--- src/teq_ram.sv ---
// Generic single-write, single-read RAM with registered read data.
// No dependencies.
module teq_ram #(
    parameter int WIDTH = 8,
    parameter int DEPTH = 64
) (
    input  logic                     clk,
    input  logic                     we,
    input  logic [$clog2(DEPTH)-1:0] waddr,
    input  logic [WIDTH-1:0]         wdata,
    input  logic [$clog2(DEPTH)-1:0] raddr,
    output logic [WIDTH-1:0]         rdata
);
    logic [WIDTH-1:0] mem_reg [DEPTH];
    logic [WIDTH-1:0] rdata_reg;

    // Write and registered read.
    always_ff @(posedge clk)
    begin
        if (we)
        begin
            mem_reg[waddr] <= wdata;
        end
        rdata_reg <= mem_reg[raddr];
    end

    assign rdata = rdata_reg;
endmodule

--- config.mk ---
export PLATFORM = sky130hd
export DESIGN_NAME = teq_ram
export DESIGN_NICKNAME = d
export VERILOG_FILES = /design/src/teq_ram.sv
export SDC_FILE = /design/constraint.sdc
export NUM_CORES = 1
export LEC_CHECK = 0
export BUFFER_PORTS_ARGS = -buffer_cell sky130_fd_sc_hd__buf_2
export CAP_MARGIN = 20
export CORE_MARGIN = 1
export CORE_UTILIZATION = 50
export DETAILED_ROUTE_END_ITERATION = 10
export GPL_TIMING_DRIVEN = 1
export MAX_ROUTING_LAYER = met4
export PLACE_DENSITY = 0.64
export SYNTH_ARGS = -nofsm -noshare
export SYNTH_HDL_FRONTEND = slang
export SYNTH_SLANG_ARGS = --single-unit
--- constraint.sdc ---
create_clock -name clk -period 3.5 [get_ports clk]
set_input_delay 0.7 -clock clk [delete_from_list [all_inputs] [get_ports clk]]
set_output_delay 0.7 -clock clk [all_outputs]
set_load 0.05 [all_outputs]
## Yosys cells after proc, flatten, opt, wreduce, memory -nomap -nowiden

Memories as Yosys holds them, arrays and structs flattened. A register that Yosys moved wholly into a read port is not among the register bits.
Index checks and enable logic that the tools add are counted.

| operators by class | value |
|---|---|
| $add $sub $neg | 0 |
| multipliers | 0 |
| div/mod/pow operators | 0 |
| $lt $le $gt $ge | 0 |
| equal/unequal tests | 0 |
| shifts and indexed selects | 0 |
| muxes and demuxes | 2 |
| bitwise operators | 0 |
| reductions and logical operators | 0 |

Operator list:

| operator | number |
|---|---|
| 2-to-1 mux 1 bit | 2 |

| storage, ports and cells | value |
|---|---|
| register bits | 0 |
| latch bits | 0 |
| bits in writable memories | 512 |
| ROM bits | 0 |
| input port bits | 22 |
| logic and storage cells | 3 |
| memories kept | 1 |

Memories:

| memory | depth | bits a word | read ports | clocked after Yosys merged registers in | write ports | RTL line | text |
|---|---|---|---|---|---|---|---|
| mem_reg | 64 | 8 | 1 | 1 | 1 | 14 | `logic [WIDTH-1:0] mem_reg [DEPTH];` |

## Depth between registers and ports, before layout

Gate-level depths: netlist of run 1.

| logic depth | value |
|---|---|
| word-level depth | 2 |
| gate-level depth with buffers | 9 |
| mapped depth without buffers | 5 |

## Worst setup path after synthesis of run 1

No wires, ideal clock.

| timing | value |
|---|---|
| kind | input -> register |
| start | input raddr[1] |
| end | register rdata_reg[3] (netlist: rdata[3]) (read register of mem_reg) |
| library setup time | 0.128 ns |
| data arrival time | 2.240 ns |
| slack | 1.132 ns |
| cell stages on the path | 7 |
| path buffers | 3 |
| cell sequence | buf_4 -> buf_2 -> buf_2 -> mux4_2 -> mux4_2 -> o21ai_1 -> o41ai_1 |

RTL lines:

| element | RTL line | text |
|---|---|---|
| start: declaration | 11 | `input logic [$clog2(DEPTH)-1:0] raddr,` |
| end: declaration | 15 | `logic [WIDTH-1:0] rdata_reg;` |

==> load_flow_metrics.sql, run 1 <==
INSERT INTO impl_metrics (metric_group, metric, value, unit) VALUES
('floorplanning', 'core', '39730', 'µm²'),
('global_routing', 'gr-total-overflow', '0', ''),
('clock_tree', 'post_cts_resized', '0', ''),
('run_status', 'run_status', 'finished, final reports clean', ''),
('synth', 'number_of_cells_produced_by_synthesis', '940', ''),
('detailed_routing', 'ant_nets', '0', ''),
('worst_setup_path', 'maximum_net_fanout_on_the_critical_path', '50', ''),
('synth', 'syn-mean-instance-area', '21.45', 'µm²'),
('timing', 'fin_worst_hold_slack', '0.4698', 'ns'),
('detailed_routing', 'remaining_drc_errors', '0', ''),
('worst_setup_path', 'worst_r2r_path_depth', '4', ''),
('worst_setup_path', 'critical_path.reg2reg.endpoint', 'rdata[1]$_DFF_P_', ''),
('timing', 'hold_violations', '0', ''),
('floorplanning', 'die_w', '202.8', 'µm'),
('timing', 'final.period_utilization', '71.68', '%'),
('place', 'io_buffers', '29', ''),
('power_and_ir_drop', 'pwrdens', '561.0', 'nW/µm²'),
('worst_setup_path', 'crit_required', '3.93', 'ns'),
('clock_tree', 'ctsRootBufferMaster', 'clkbuf_16', ''),
('detailed_routing', 'routedWlPerCell', '27.20', 'µm'),
('power_and_ir_drop', 'swShare', '20.73', '%'),
('worst_setup_path', 'timing_worst_setup_path_type', 'in -> reg', ''),
('cells_and_area', 'layout-area-overhead-vs-synth', '14.67', '%'),
('detailed_routing', 'routed_wl', '44420', 'µm'),
('synth', 'netlist_area', '20170', 'µm²'),
('timing', 'tns', '0', 'ns'),
('floorplanning', 'row_count', '73', ''),
('synth', 'synth-main-ff-cell', 'edfxtp_1', ''),
('timing', 'max_freq', '398.6', 'MHz'),
('run', 'drv.max_cap_violation_count', '0', ''),
('power_and_ir_drop', 'power.clock.fraction', '41.4', '%'),
('cells_and_area', 'final-instance-count-excl-fill', '1633', ''),
('global_routing', 'first_global_vias', '9906', ''),
('timing', 'finalSetupViolCount', '0', ''),
('clock_tree', 'cts-buffers-inserted', '52', ''),
('clock_tree', 'htreeDepth', '2', ''),
('detailed_routing', 'avgViaCountPerCell', '5.991', ''),
('cells_and_area', 'layout_cell_share_with_drive_strength_beyond_1', '29.95', '%'),
('synth', 'synth_cell_types', '40', ''),
('detailed_routing', 'drt-pass1-iter-count', '8', ''),
('worst_hold_path', 'timing.hold.worst.class', 'in -> reg', ''),
('cells_and_area', 'layout.filler_cells', '2893', ''),
('worst_setup_path', 'critPathCaptureType', 'flip-flop', ''),
('synth', 'syn_warnings', '0', ''),
('detailed_routing', 'num_vias', '9784', ''),
('global_routing', 'grt_max_degree', '65', ''),
('place', 'dp_hpwl', '27660', 'µm'),
('place', 'dpl_cells', '1527', ''),
('synth', 'synth_seq_cells', '520', ''),
('clock_tree', 'worst_setup_hold_path_clk_slew', '0.06', 'ns'),
('global_routing', 'initial_antenna_violation_count', '3', ''),
('worst_setup_path', 'timing.critical_path.from_type', 'primary input', ''),
('power_and_ir_drop', 'seq_power_share', '53.3', '%'),
('timing', 'setup_repair_after_global_routing_missed_its_margin', 'false', ''),
('power_and_ir_drop', 'cellLeakagePower', '7.386', 'nW'),
('timing', 'finClkSkew', '0.01693', 'ns'),
('clock_tree', 'cts_hold_buffers', '0', ''),
('timing', 'slew_headroom', '40.54', '%'),
('power_and_ir_drop', 'combPwrFrac', '5.3', '%'),
('timing', 'tightestPinTransition', '0.8919', 'ns'),
('synth', 'synth_edf_count', '512', ''),
('floorplanning', 'chipHeight', '202.8', 'µm'),
('power_and_ir_drop', 'power.switching', '2.689', 'mW'),
('synth', 'synth_seq_area_share', '77.03', '%'),
('floorplanning', 'floorplan.initialDensity', '50.76', '%'),
('floorplanning', 'num_io_pins', '30', ''),
('worst_setup_path', 'worstSetupStartpoint', 'raddr[2]', ''),
('clock_tree', 'clock_tree.buffer_depth', '3', ''),
('cells_and_area', 'flip_flop_count_of_the_largest_register_after_layout', '512', ''),
('synth', 'synthArstFlopShare', '0', '%'),
('worst_setup_path', 'crit_end', 'rdata[1]$_DFF_P_', '');
-- power by group through the flow --
stage	clock network (mW)	registers (mW)	logic (mW)
3_3_place_gp	0	7.05	0.673
3_5_place_dp	0	7.05	0.687
5_1_grt	5.68	6.91	0.739
2_1_floorplan	0	7.08	0.367
6_report	5.37	6.91	0.693
4_1_cts	5.46	6.92	0.687
-- metrics by stage --
step                cell area [µm²]  power, mW  utilization (%)  setup slack (ns)
floorplan                     20170      7.445                -             1.132
global placement              21350      7.719            53.74            0.4088
detailed placement            21370      7.734            53.79            0.3854
CTS                           23010      13.06            57.92            0.9992
global route                  23120      13.33            58.19            0.9370
finish                        23130      12.97            58.21            0.9914
-- worst min-delay path by stage --
stage	from	to	cells after the start
2_1_floorplan	mem_reg[34][0]$_DFFE_PP_	rdata[0]$_DFF_P_	4
5_1_grt	wdata[6]	mem_reg[8][6]$_DFFE_PP_	1
3_5_place_dp	mem_reg[26][6]$_DFFE_PP_	rdata[6]$_DFF_P_	3
6_report	wdata[6]	mem_reg[1][6]$_DFFE_PP_	1
3_3_place_gp	mem_reg[31][4]$_DFFE_PP_	rdata[4]$_DFF_P_	3
4_1_cts	raddr[5]	rdata[4]$_DFF_P_	3
-- cell type report --
cell class / count / area [µm²] / share of cell area (%)
Multi-Input combinational cell: 369 / 4315 / 18.66
Sequential cell: 520 / 15530 / 67.18
Clock buffer: 71 / 1424 / 6.157
Antenna cell: 6 / 15.01 / 0.06492
Timing Repair Buffer: 118 / 964.7 / 4.171
Clock inverter: 24 / 215.2 / 0.9306
Tap cell: 525 / 656.9 / 2.840
-- per-layer routing --
metal,GRT usage [%],share of wire [%],vias to the layer above
met1,33.19,44,5158
met4,8.244,3.2,0
li1,-,-,4178
met3,4.350,7.0,80
met5,-,0,-
met2,33.49,46,368
-- cell usage after synthesis (all sizes together) (2+ instances only) --
library cell,number,area [µm²]
o41ai,2,17.52
o21a,2,15.01
o22ai,8,50.05
mux2i,23,230.2
dfxtp,8,160.2
edfxtp,512,15370
nor2b,14,87.58
nor2,83,311.6
o21ai,4,20.02
mux2,13,146.4
a211oi,4,30.03
buf,34,252.7
nor3,7,35.03
o221ai,8,70.07
nand3,13,65.06
a2111oi,2,17.52
clkbuf,17,63.81
nand2b,7,43.79
nand4,2,12.51
o2bb2ai,3,26.28
o2111ai,3,26.28
nand2,19,71.32
o221a,2,22.52
nor4,2,12.51
a21oi,3,15.01
nand3b,3,22.52
o32ai,2,17.52
a22oi,3,22.52
a221oi,6,52.55
mux4,126,2838
-- layout by cell type, fill, tap and decap left out, types with 3 or more instances in the layout --
cell and instances:
nor3_1 7, nand2b_1 7, nand3_1 13, nand2_1 19, o2bb2ai_1 3, buf_4 80, nor2b_1 14, a22oi_1 3
nor2_1 83, diode_2 6, mux2i_1 23, o22ai_1 8, buf_12 11, mux2_2 13, o2111ai_1 3, o221ai_1 8
clkbuf_1 15, bufinv_16 4, dfxtp_1 8, clkbuf_16 53, a21oi_1 3, a211oi_1 4, nand3b_1 3, buf_2 26
edfxtp_1 512, clkinv_1 9, mux4_2 126, clkbuf_8 4, a221oi_1 6, clkinv_2 9
-- kinds of logic (layout without fill, tap and decap cells) --
kind of cell           Yosys count  in the layout  synth area share (%)
other                            0              6                     0
AO/OA/AOI/OAI                   54             54                 2.072
multiplexers                   162            162                 15.94
flip-flops                     520            520                 77.03
buffers and inverters           51            213                 1.570
AND/OR/NAND/NOR                153            153                 3.387
-- worst max-delay path, cell delays in order --
cell and delay [ns]:
buf_4 0.55, mux4_2 0.43, mux2_2 0.30, a221oi_1 0.79, o2bb2ai_1 0.15
No activity file was read; power rests on OpenSTA's default activity.
==> inputs of run 2 (changes only) <==
--- a/config.mk
+++ b/config.mk
@@ -12,7 +12,7 @@
 export DETAILED_ROUTE_END_ITERATION = 10
 export GPL_TIMING_DRIVEN = 1
 export MAX_ROUTING_LAYER = met4
-export PLACE_DENSITY = 0.64
+export PLACE_DENSITY = 0.66
 export SYNTH_ARGS = -nofsm -noshare
 export SYNTH_HDL_FRONTEND = slang
 export SYNTH_SLANG_ARGS = --single-unit
==> constraint.sdc (replaced) <==
create_clock -name clk -period 2.2 [get_ports clk]
set_input_delay 0.44 -clock clk [delete_from_list [all_inputs] [get_ports clk]]
set_output_delay 0.44 -clock clk [all_outputs]
set_load 0.05 [all_outputs]
==> load_flow_metrics.sql, run 2 (synthesis results as in run 1) <==
INSERT INTO impl_metrics (metric_group, metric, value, unit) VALUES
('worst_setup_path', 'timing.critical_path.arrival', '2.36', 'ns'),
('clock_tree', 'cts-buffers-inserted', '51', ''),
('place', 'dp_hpwl', '28520', 'µm'),
('floorplanning', 'die_ar', '41140', 'µm²'),
('floorplanning', 'core', '39730', 'µm²'),
('worst_setup_path', 'timing.critical_path.from_type', 'flip-flop', ''),
('timing', 'finalSetupViolCount', '0', ''),
('clock_tree', 'post_cts_resized', '0', ''),
('timing', 'tightestPinTransition', '0.6828', 'ns'),
('timing', 'final.period_utilization', '86.40', '%'),
('clock_tree', 'clock-sinks', '520', ''),
('place', 'io_buffers', '29', ''),
('timing', 'finClkSkew', '0.02726', 'ns'),
('cells_and_area', 'layout_cell_share_with_drive_strength_beyond_1', '33.90', '%'),
('floorplanning', 'die_w', '202.8', 'µm'),
('clock_tree', 'ctsRootBufferMaster', 'clkbuf_16', ''),
('detailed_routing', 'remaining_drc_errors', '0', ''),
('floorplanning', 'chipHeight', '202.8', 'µm'),
('global_routing', 'grt_max_degree', '65', ''),
('worst_setup_path', 'maximum_net_fanout_on_the_critical_path', '1', ''),
('cells_and_area', 'layout_common_cells', 'edfxtp_1 (512), buf_4 (143), mux4_2 (126)', ''),
('detailed_routing', 'drt-pass1-iter-count', '5', ''),
('timing', 'setup_repair_after_global_routing_missed_its_margin', 'false', ''),
('detailed_routing', 'avgViaCountPerCell', '5.870', ''),
('detailed_routing', 'drtIter0Drc', '1032', ''),
('detailed_routing', 'ant_nets', '0', ''),
('floorplanning', 'row_count', '73', ''),
('clock_tree', 'clock_tree.buffer_depth', '3', ''),
('power_and_ir_drop', 'power.total', '20.52', 'mW'),
('floorplanning', 'num_io_pins', '30', ''),
('clock_tree', 'tritoncts', 'built', ''),
('worst_hold_path', 'timing.hold.worst.class', 'in -> reg', ''),
('place', 'place_ws', '-0.2315', 'ns'),
('timing', 'slew_headroom', '54.48', '%'),
('worst_setup_path', 'critPathCaptureType', 'flip-flop', ''),
('clock_tree', 'worst_setup_hold_path_clk_slew', '0.06', 'ns'),
('detailed_routing', 'routed_wl', '44670', 'µm'),
('detailed_routing', 'routedWlPerCell', '26.31', 'µm'),
('clock_tree', 'worstSkewPairLatency', '0.59', 'ns'),
('cells_and_area', 'mostFrequentLayoutCell', 'edfxtp_1', ''),
('clock_tree', 'cts_hold_buffers', '0', ''),
('floorplanning', 'floorplan.initialDensity', '50.76', '%'),
('global_routing', 'first_global_vias', '10330', ''),
('global_routing', 'globalRouteTotalUtil', '23.32', '%'),
('cells_and_area', 'layout.nets', '1155', ''),
('run_status', 'run_status', 'finished, final reports clean', ''),
('run', 'drv.max_cap_violation_count', '0', ''),
('cells_and_area', 'finish.utilization', '59.69', '%'),
('timing', 'max_freq', '526.1', 'MHz'),
('timing', 'hold_violations', '0', ''),
('global_routing', 'grt_first_pass_wirelength', '66940', 'µm'),
('timing', 'min_period', '1.901', 'ns'),
('cells_and_area', 'layout-area-overhead-vs-synth', '17.61', '%'),
('timing', 'max_slew_violation_count', '0', ''),
('power_and_ir_drop', 'irDropWorstVdd', '0.6620', 'mV'),
('worst_setup_path', 'crit_required', '2.66', 'ns'),
('power_and_ir_drop', 'cellLeakagePower', '7.755', 'nW'),
('timing', 'worst_slack', '0.2993', 'ns'),
('global_routing', 'initial_antenna_violation_count', '2', ''),
('detailed_routing', 'num_vias', '9968', ''),
('place', 'final_weighted_congestion_in_routability_driven_placement', '0.8510', ''),
('power_and_ir_drop', 'pwrdens', '865.3', 'nW/µm²'),
('global_routing', 'gr-total-overflow', '0', ''),
('clock_tree', 'post_cts_buffers', '0', ''),
('worst_setup_path', 'timing_worst_setup_path_type', 'reg -> reg', ''),
('cells_and_area', 'flip_flop_count_of_the_largest_register_after_layout', '512', ''),
('clock_tree', 'htreeDepth', '2', '');
run 2: area by class of cell:
cell class	instances	area, µm²
well taps	525	656.9
clock buffers	68	1360
fillers	2838	16010
clock inverters	23	207.7
repair buffers	191	1638
flip-flops and latches	520	15530
multi-input cells	369	4315
diodes	2	5.005
run 2: where the power goes:
group          switching (mW)  total (mW)  internal [mW]
Clock                    3.52        8.31           4.78
Combinational           0.709        1.22          0.507
Sequential             0.0371        11.0           11.0
run 2: stage by stage:
| step | setup TNS, ns | instance area (µm²) | hold slack, ns | instances |
|---|---|---|---|---|
| floorplan | 0 | 20170 | 0.5389 | 940 |
| global placement | -1.217 | 22130 | 0.8113 | 1604 |
| detailed placement | -1.314 | 22130 | 0.8408 | 1604 |
| CTS | 0 | 23690 | 0.2490 | 1695 |
| global route | 0 | 23720 | 0.2448 | 1698 |
| finish | 0 | 23720 | 0.2537 | 1698 |
run 2: path summary, 6_finish.rpt:
path                            startpoint                  endpoint  slack [ns]  depth (start not counted)
setup reg to reg  mem_reg[20][4]$_DFFE_PP_          rdata[4]$_DFF_P_        0.30                          5
hold / removal                    wdata[1]  mem_reg[40][1]$_DFFE_PP_        0.25                          1
setup / recovery  mem_reg[20][4]$_DFFE_PP_          rdata[4]$_DFF_P_        0.30                          5
hold reg to reg   mem_reg[31][4]$_DFFE_PP_          rdata[4]$_DFF_P_        0.84                          3
run 2: metal layers:
metal,vias to the layer above,global-route usage [%],wire length [µm]
met2,342,36.40,21730
met5,-,-,0
met3,79,4.880,3311
met1,5236,31.23,18500
li1,4311,-,-
met4,0,6.928,1127
run 2: critical path, stage by stage, from the launching register on:
cell and delay [ns]:
edfxtp_1 0.36, mux4_2 0.47, mux2_2 0.29, o221a_2 0.27, nor3_1 0.24, o32ai_1 0.12
